### config.mk
export PLATFORM = sky130hd
export DESIGN_NAME = brpq_queue
export DESIGN_NICKNAME = d
export VERILOG_FILES = /design/src/sv/brpq_pkg.sv /design/src/sv/brpq_queue.sv
export SDC_FILE = /design/constraint.sdc
export NUM_CORES = 1
export LEC_CHECK = 0
export BUFFER_PORTS_ARGS = -buffer_cell sky130_fd_sc_hd__buf_2
export CAP_MARGIN = 20
export CELL_PAD_IN_SITES_DETAIL_PLACEMENT = 0
export CELL_PAD_IN_SITES_GLOBAL_PLACEMENT = 1
export CORE_MARGIN = 10
export CORE_UTILIZATION = 43
export CTS_CLUSTER_DIAMETER = 150
export DETAILED_ROUTE_END_ITERATION = 12
export MAX_ROUTING_LAYER = met4
export PLACE_DENSITY = 0.82
export SKIP_CTS_REPAIR_TIMING = 1
export SLEW_MARGIN = 10
export SYNTH_ARGS = -nofsm -noshare
export SYNTH_HDL_FRONTEND = slang
export SYNTH_SLANG_ARGS = --single-unit
### constraint.sdc
create_clock -name clk -period 3.6 [get_ports clk]
set_clock_uncertainty 0.1 [all_clocks]
set_input_delay 0.36 -clock clk [delete_from_list [all_inputs] [get_ports clk]]
set_output_delay 0.36 -clock clk [all_outputs]
set_load 0.01 [all_outputs]
### src/sv/brpq_pkg.sv
// shared constants and types for the bucketed priority queue
`timescale 1ns / 1ps
`default_nettype none
package brpq_pkg;
	localparam int NUM_SEGS = 16;
	localparam int SEG_DEPTH = 64;
	localparam int VALUE_BITS = 32;
	localparam int SEG_BITS = $clog2(NUM_SEGS);
	localparam int PTR_BITS = $clog2(SEG_DEPTH);
	localparam int FILL_BITS = $clog2(SEG_DEPTH + 1);
	localparam int ADDR_BITS = SEG_BITS + PTR_BITS;
	localparam int PRIO_BITS = 16;
	localparam int QDEPTH = 2;

	localparam logic [1:0] ST_INSERTED = 2'd0;
	localparam logic [1:0] ST_EXTRACTED = 2'd1;
	localparam logic [1:0] ST_EMPTY = 2'd2;
	localparam logic [1:0] ST_FULL = 2'd3;

	localparam logic ACT_INSERT = 1'b0;
	localparam logic ACT_EXTRACT = 1'b1;

	localparam logic CFG_MIN = 1'b0;
	localparam logic CFG_MAX = 1'b1;

	// classified request handed from front to back
	typedef struct packed {
		logic                  action;
		logic [VALUE_BITS-1:0] value;
		logic [SEG_BITS-1:0]   seg;
	} req_t;
endpackage
`default_nettype wire

### src/sv/brpq_queue.sv
// short fifo between front and back
`timescale 1ns / 1ps
`default_nettype none
module brpq_queue import brpq_pkg::*; (
	input  wire logic clk,
	input  wire logic arst_n,
	input  wire logic push_valid,
	output logic      push_ready,
	input  req_t      push_data,
	output logic      pop_valid,
	input  wire logic pop_ready,
	output req_t      pop_data
);
	localparam int PB = $clog2(QDEPTH);

	req_t            buf_q [QDEPTH];
	logic [PB-1:0]   wp_q;
	logic [PB-1:0]   rp_q;
	logic [PB:0]     cnt_q;
	logic            push;
	logic            pop;

	assign push_ready = (cnt_q != (PB+1)'(QDEPTH));
	assign pop_valid = (cnt_q != '0);
	assign pop_data = buf_q[rp_q];
	assign push = push_valid && push_ready;
	assign pop = pop_valid && pop_ready;

	always_ff @(posedge clk) begin
		if (push) begin
			buf_q[wp_q] <= push_data;
		end
	end

	always_ff @(posedge clk or negedge arst_n) begin
		if (!arst_n) begin
			wp_q <= '0;
			rp_q <= '0;
			cnt_q <= '0;
		end else begin
			if (push) begin
				wp_q <= wp_q + 1'b1;
			end
			if (pop) begin
				rp_q <= rp_q + 1'b1;
			end
			cnt_q <= cnt_q + (PB+1)'(push) - (PB+1)'(pop);
		end
	end
endmodule
`default_nettype wire

# Word level (Yosys, flattened, before mapping)
# Memory sizes are Yosys's and may differ from the RTL's.
# Index checks and enable logic that the tools add are counted.
[op_classes]
eq_ne = 1
n_mux = 2
reduce_logical = 3
add_sub_neg = 4
[op_table]
columns = ["op", "count"]
rows = [
  ["$add 1x1->1 const B", 2],
  ["$add 2x1->2", 1],
  ["$logic_and 1x1->1", 2],
  ["$mux 1", 2],
  ["$ne 2x2->1 const B", 1],
  ["$reduce_bool 2->1", 1],
  ["$sub 2x1->2", 1],
]
[totals]
mem_count = 1
inputBits = 41
ram_bits = 74
word_cells = 14
out_inout_bits = 39
regBits = 4
[memory_table]
columns = ["memory", "depth", "word_bits", "rd", "rd_clocked_by_memory_dff", "write_ports", "line", "rtl"]
rows = [
  ["buf_q", 2, 37, 1, 0, 1, "brpq_queue.sv:16", "req_t buf_q [QDEPTH];"],
]

# Depth between registers and ports, before layout
# Gate-level depths: netlist (run 1).
[logic_depth]
depth_word = 4
mapped_depth = 5
mapped_depth_nobuf = 5

# Worst setup path after synthesis (run 1)
# No wires, ideal clock.
[synth_path]
path_type = "flip-flop to flip-flop"
start = "register cnt_q[0]"
end = "memory buf_q[0][0] (netlist name), enable pin"
path_slack_ns = 0.799
required_time_ns = 3.069
setup_time_ns = 0.431
n_path_buf = 0
path_stages_with_launch = 4
arrival_ns = 2.270
period_less_slack_ns = 2.801
cell_sequence = "dfrtp_1 -> nand2b_1 -> nand2_1 -> nor2_1"
[synth_via]
elab_chain_cells = 4
[synth_rtl]
columns = ["element", "line", "rtl"]
rows = [
  ["start, declared", "brpq_queue.sv:19", "logic [PB:0] cnt_q;"],
  ["start signal, assigned", "brpq_queue.sv:47", "cnt_q <= cnt_q + (PB+1)'(push) - (PB+1)'(pop);"],
  ["$ne 2x2->1", "brpq_queue.sv:23", "assign push_ready = (cnt_q != (PB+1)'(QDEPTH));"],
  ["named net push_ready", "brpq_queue.sv:8", "output logic push_ready,"],
  ["$logic_and 1x1->1", "brpq_queue.sv:26", "assign push = push_valid && push_ready;"],
  ["$mux 1", "brpq_queue.sv:30", "if (push) begin"],
  ["$mux 1 (not written as such)", "brpq_queue.sv:31", "buf_q[wp_q] <= push_data;"],
  ["end, declared", "brpq_queue.sv:16", ""],
]
# The timed path passes the listed nets, and every way through them passes these cells.

==> results of run 1 <==
## worst paths after layout
check                                   start                      to  slack [ns]
hold reg to reg              wp_q$_DFFE_PN0P_        wp_q$_DFFE_PN0P_        0.48
setup reg to reg           cnt_q[0]$_DFF_PN0_  buf_q[1][17]$_DFFE_PP_        1.73
min in group asynchronous              arst_n      cnt_q[1]$_DFF_PN0_        0.25
setup / recovery             rp_q$_DFFE_PN0P_             pop_data[2]        1.28
hold / removal                   push_data[5]   buf_q[0][5]$_DFFE_PP_        0.11
max in group asynchronous              arst_n        rp_q$_DFFE_PN0P_        3.01
## layout make-up
class                   instances  share of cell area [%]
flip-flops and latches         78                    63.6
diodes                          1                  0.0685
repair buffers                 81                    11.9
well taps                      77                    2.64
multi-input cells              55                    14.9
clock inverters                 4                    3.29
clock buffers                  11                    3.60
## cells in the final DEF (no fill, tap or decap), types with 2 or more instances in the layout
master,n
buf_2,79
edfxtp_1,74
mux2_2,37
clkbuf_8,9
bufinv_16,4
xnor2_1,3
dfrtp_1,3
nor2_1,2
nand2_1,2
clkbuf_1,2
## layer usage
metal  GRT usage [%]  vias to the layer above
li1                -                      712
met1            11.6                      722
met4            7.16                        0
met5               -                        -
met2            16.7                       50
met3            3.31                       10
## logic make-up (layout without fill, tap and decap cells)
| kind of cell | Yosys count | in the layout |
|---|---|---|
| xor gates and xnor gates | 3 | 3 |
| other | 0 | 1 |
| adders and majority gates | 1 | 1 |
| AOI/OAI and AO/OA | 4 | 4 |
| muxes | 37 | 37 |
| DFF | 78 | 78 |
| and+or+nand+nor | 10 | 10 |
| buffers and inverters | 4 | 96 |
## worst max-delay path: stages (launching register included)
cell     delay [ns]
dfrtp_2        0.95
mux2_2         0.43
buf_2          0.15
## sequential cells by signal, indices dropped and copies added (netlist names)
register	flops
cnt_q	2
rp_q	1
buf_q	74
wp_q	1
## power groups by stage
stage	combinational (mW)	sequential [mW]	clock (mW)
floorplan	0.581	1.31	0
global placement	0.784	1.40	0
detailed placement	0.788	1.41	0
CTS	0.793	1.40	0.831
global route	0.863	1.42	0.862
finish	0.793	1.39	0.811
## metrics by stage
step,cells,utilization (%),power [mW],worst slack (ns),hold WS [ns]
2_1_floorplan,137,-,1.89,0.799,-0.0356
3_3_place_gp,289,52.0,2.19,1.58,0.0732
3_5_place_dp,289,52.0,2.20,1.55,0.0781
4_1_cts,304,55.9,3.02,1.22,-0.293
5_1_grt,307,56.5,3.15,1.17,0.0918
6_report,307,56.5,2.99,1.28,0.110
## Yosys cell counts
cell      instances
dfrtp_1           4
ha_1              1
buf_2             1
a32oi_1           1
nor2b_1           1
a21bo_1           1
xnor2_1           3
edfxtp_1         74
a211oi_1          1
or2_2             1
mux2_2           37
and3_1            1
nand3_1           1
nand2_1           2
buf_6             2
nand2b_1          1
buf_4             1
o21ai_0           1
nor2_1            3
==> impl_results.md, run 1 <==
* Pin count of the biggest net entering global routing at 39
* Netlist cell types at 19
* Cell count after synthesis at 137
* Die width at 102 um
* Worst Path Max Fanout at 38
* DRT antenna net count at 0
* Top sig layer: met4
* Drt drc at 0
* Syn_area_per_cell at 21.1 um^2
* Largest family of logic cells by synthesized area: multiplexers
* Worst-Skew Late Latency at 0.33 ns
* Net Count, Synth at 179
* CTS clk-pin slew, worst paths at 0.07 ns
* Vias/cell at 4.87
* Initial core utilization at 44.8%
* Post-synthesis compound-gate area fraction at 1.08%
* Critical path data required time at 3.14 ns
* CTS Sinks at 78
* Setup TNS at 0 ns
* TritonCTS clock tree: yes
* Critical Path Sink Type: primary output
* YS warnings at 0
* Internal at 2.18 mW
* Critical Path Start Type: register
* CTS Buf Count at 9
* Initial DRC Count at 32
* Nets@finish at 267
* Adder-cell share of the synthesized area at 0.433%
* Slew margin rel. at 40.3%
* Power share of the clock group at 27.1%
* Routability cong. at 0.749
* Seq pwr share at 46.4%
* Synth top area cells: edfxtp_1, mux2_2, dfrtp_1
* Vias at 1494
* Crit share post-route at 64.6%
* R2R cell count at 2
* CTS Buffer Depth at 2
* First-pass GRT wire length at 8110 um
* Die Y at 102 um
* Htree depth at 3
* Sequential share of the synthesized area at 80.3%
* Mux cell area share after synthesis at 14.4%
* Post-synthesis register bit count at 78
* Total GRT Usage at 10.7%
* Endpoints failing hold at 0
* Clock root buffer master: clkbuf_8
* Placed Area at 0.00336 mm^2
* Highest clock rate at 0.430 GHz
* Worst hold stages at 1
* Final setup viols at 0
* Fin. max-slew vios at 0
* Critical path type: register to primary output
* Dpl hpwl at 3660 um
* Comb pwr share at 26.5%
* Worst EP arrival at 1.86 ns
* Num rows at 29
* Cell Pwr Density at 819 mW/mm^2
* RSZ-0062 raised after global routing: false
* Tmin final at 2.32 ns
* Met1 WL at 2250 um
* Port bufs at 79
* Net Sw Frac at 27.3%
* I/O pin total at 80
* Peak supply drop at 403 uV
* Pleak at 1.38 nW
* Layout cells sized above 1 at 58.5%
* DR WL met2 at 2650 um
* Outcome: complete, no violations
* Core area at 0.00646 mm^2
* Post-Synth Simple-Gate Area at 1.69%
* Grt total ovfl at 0
* Mapped Area at 0.00289 mm^2
* Net Sw Power at 0.816 mW
* Vias in the first global route at 1592
* Multi-input gate area at 544 um^2
* Met3 wire length at 385 um
* Layout area overhead at 26.2%
* Die area at 0.0104 mm^2
* 1st-pass router iterations at 4
* FF+latch area at 0.00232 mm^2
* Max-cap viol count at 0
* Drt total wl at 5410 um
* Slew @ Worst Pin at 0.896 ns
* Synth Area in XOR/XNOR at 0.908%
* Antenna violations before repair at 1
* Avg WL per Cell at 17.6 um
* Min-Delay Path Class: input pin to register
* Final Cell Area at 0.00365 mm^2
* Leading area contributor after synthesis: edfxtp_1
* Synth top area share at 76.8%
* Fillers at 517
Note: power is estimated with default switching activity, not from simulation.
==> run 2, diff against run 1 <==
==> constraint.sdc (replaced) <==
create_clock -name clk -period 2.4 [get_ports clk]
set_clock_uncertainty 0.1 [all_clocks]
set_input_delay 0.24 -clock clk [delete_from_list [all_inputs] [get_ports clk]]
set_output_delay 0.24 -clock clk [all_outputs]
set_load 0.01 [all_outputs]
==> run 2 against run 1 <==
Against the previous run: non-clock buffer count grew 38; via count increased by 7.8%; worst hold slack worse by 0.097 ns; largest power group unchanged; critical endpoint is now pop_data[35]; register-to-register slack worse by 1.1 ns; setup slack got worse by 0.76 ns; clock power up 23%.
==> impl_results.md, run 2 (synthesized netlist as in run 1, its figures left out) <==
* Pin count of the biggest net entering global routing at 38
* Drt drc at 0
* Tmin final at 1.88 ns
* Layout Utilization at 61.4%
* CTS Sinks at 78
* TritonCTS clock tree: yes
* CTS Buf Count at 9
* Reg with most FFs: buf_q
* Worst-Skew Late Latency at 0.33 ns
* Met3 wire length at 504 um
* First-pass GRT wire length at 8220 um
* Total GRT Usage at 10.8%
* 1st-pass router iterations at 4
* Slew @ Worst Pin at 0.504 ns
* Htree depth at 3
* DRT antenna net count at 0
* Crit share post-route at 78.4%
* CTS clk-pin slew, worst paths at 0.07 ns
* DR WL met2 at 2780 um
* Layout cells sized above 1 at 50.9%
* Outcome: complete, no violations
* Net Sw Frac at 28.6%
* Die width at 102 um
* Final setup viols at 0
* Top sig layer: met4
* CTS Buffer Depth at 2
* Critical Path Start Type: register
* Highest clock rate at 0.532 GHz
* Antenna violations before repair at 1
* Port bufs at 79
* Slew margin rel. at 66.4%
* Worst Path Max Fanout at 33
* Net Sw Power at 1.24 mW
* Internal at 3.09 mW
* Layout area overhead at 37.2%
* Die Y at 102 um
* Dpl hpwl at 3690 um
* Peak supply drop at 1050 uV
* Vias in the first global route at 1683
* Met1 WL at 2390 um
* Vias at 1610
* Initial core utilization at 44.8%
* Critical Path Sink Type: primary output
* Num rows at 29
* Endpoints failing hold at 0
* CP Launch Point: rp_q$_DFFE_PN0P_
* Nets@finish at 305
* RSZ-0062 raised after global routing: false
* Die area at 0.0104 mm^2
* Tot Pwr at 4.33 mW
* Critical path data required time at 2.06 ns
* Initial DRC Count at 88
* Fin. max-slew vios at 0
* Grt total ovfl at 0
* Power share of the clock group at 23.0%
* Vias/cell at 4.67
* Most common cell after layout, fill and taps aside: buf_2
* Min-Delay Path Class: input pin to register
* Critical path type: register to primary output
* Most frequent cells in the layout: buf_2, edfxtp_1, mux2_2, dlygate4sd3_1, clkbuf_8
* Max-cap viol count at 0
* Drt total wl at 5760 um
* Core area at 0.00646 mm^2
* Worst EP arrival at 1.54 ns
* Pre-CTS WS at 0.679 ns
* Comb pwr share at 31.4%
* R2R cell count at 4
* Setup ws final at 0.519 ns
* R2R Path End: buf_q[0][7]$_DFFE_PP_
* Setup TNS at 0 ns
* I/O pin total at 80
* Routability cong. at 0.691
* Clock root buffer master: clkbuf_8
* R2r setup slk at 0.67 ns
* Crit path capture: pop_data[35]
* Avg WL per Cell at 16.7 um
* Largest register FFs at 74
* Top Registers: buf_q (74), cnt_q (2)
* Seq pwr share at 45.6%
* Cell Pwr Density at 1090 mW/mm^2
* Pleak at 1.52 nW
* Reg-to-reg startpoint: cnt_q[0]$_DFF_PN0_
run 2: changes by cell type in the layout (fill, tap and decap cells not counted), sizes merged:
| cell | before | now |
|---|---|---|
| dlygate4sd3 | 1 | 37 |
| clkinv | 0 | 4 |
| buf | 80 | 82 |
| bufinv | 4 | 2 |
| clkbuf | 11 | 9 |
run 2: metrics by stage:
stage                     hold slack (ns)  cells  area, um^2
final                              0.0131    345        3970
after global routing              0.00284    345        3970
after CTS                          -0.410    307        3600
after detailed placement          -0.0457    292        3390
after global placement            -0.0471    292        3390
after floorplan                    -0.156    137        2900
run 2: worst max-delay path, cell delays in order, from the launching register on:
cell and delay, ns:
dfrtp_2 0.45, buf_12 0.23, mux2_2 0.37, buf_2 0.14
run 2: how the worst min path moves through the flow:
stage                       startpoint               endpoint  slack (ns)  cells after the start
after global routing      push_data[9]  buf_q[0][9]$_DFFE_PP_       0.003                      1
after detailed placement        arst_n     cnt_q[0]$_DFF_PN0_       -0.05                      1
final                     push_data[9]  buf_q[0][9]$_DFFE_PP_        0.01                      1
after global placement          arst_n     cnt_q[0]$_DFF_PN0_       -0.05                      1
after CTS                       arst_n       wp_q$_DFFE_PN0P_       -0.41                      1
after floorplan                 arst_n     cnt_q[0]$_DFF_PN0_       -0.16                      0
run 2: layer usage:
layer  global-route usage [%]  vias up
li1                         -      792
met3                     5.53       10
met5                        -        -
met4                     4.23        0
met1                     11.5      754
met2                     16.9       54
run 2: area by class of cell:
cell class,count,area [um^2]
diodes,1,2.50
clock buffers,9,124
clock inverters,6,77.6
fillers,485,2490
multi-input cells,55,544
flip-flops and latches,78,2320
well taps,77,96.3
repair buffers,119,801
run 2: power groups by stage:
stage,Sequential [mW],Clock (mW),Combinational [mW]
after floorplan,1.96,0,0.874
after global routing,2.01,1.09,1.48
after global placement,1.99,0,1.34
after detailed placement,2.01,0,1.35
final,1.97,0.997,1.36
after CTS,1.98,1.02,1.36
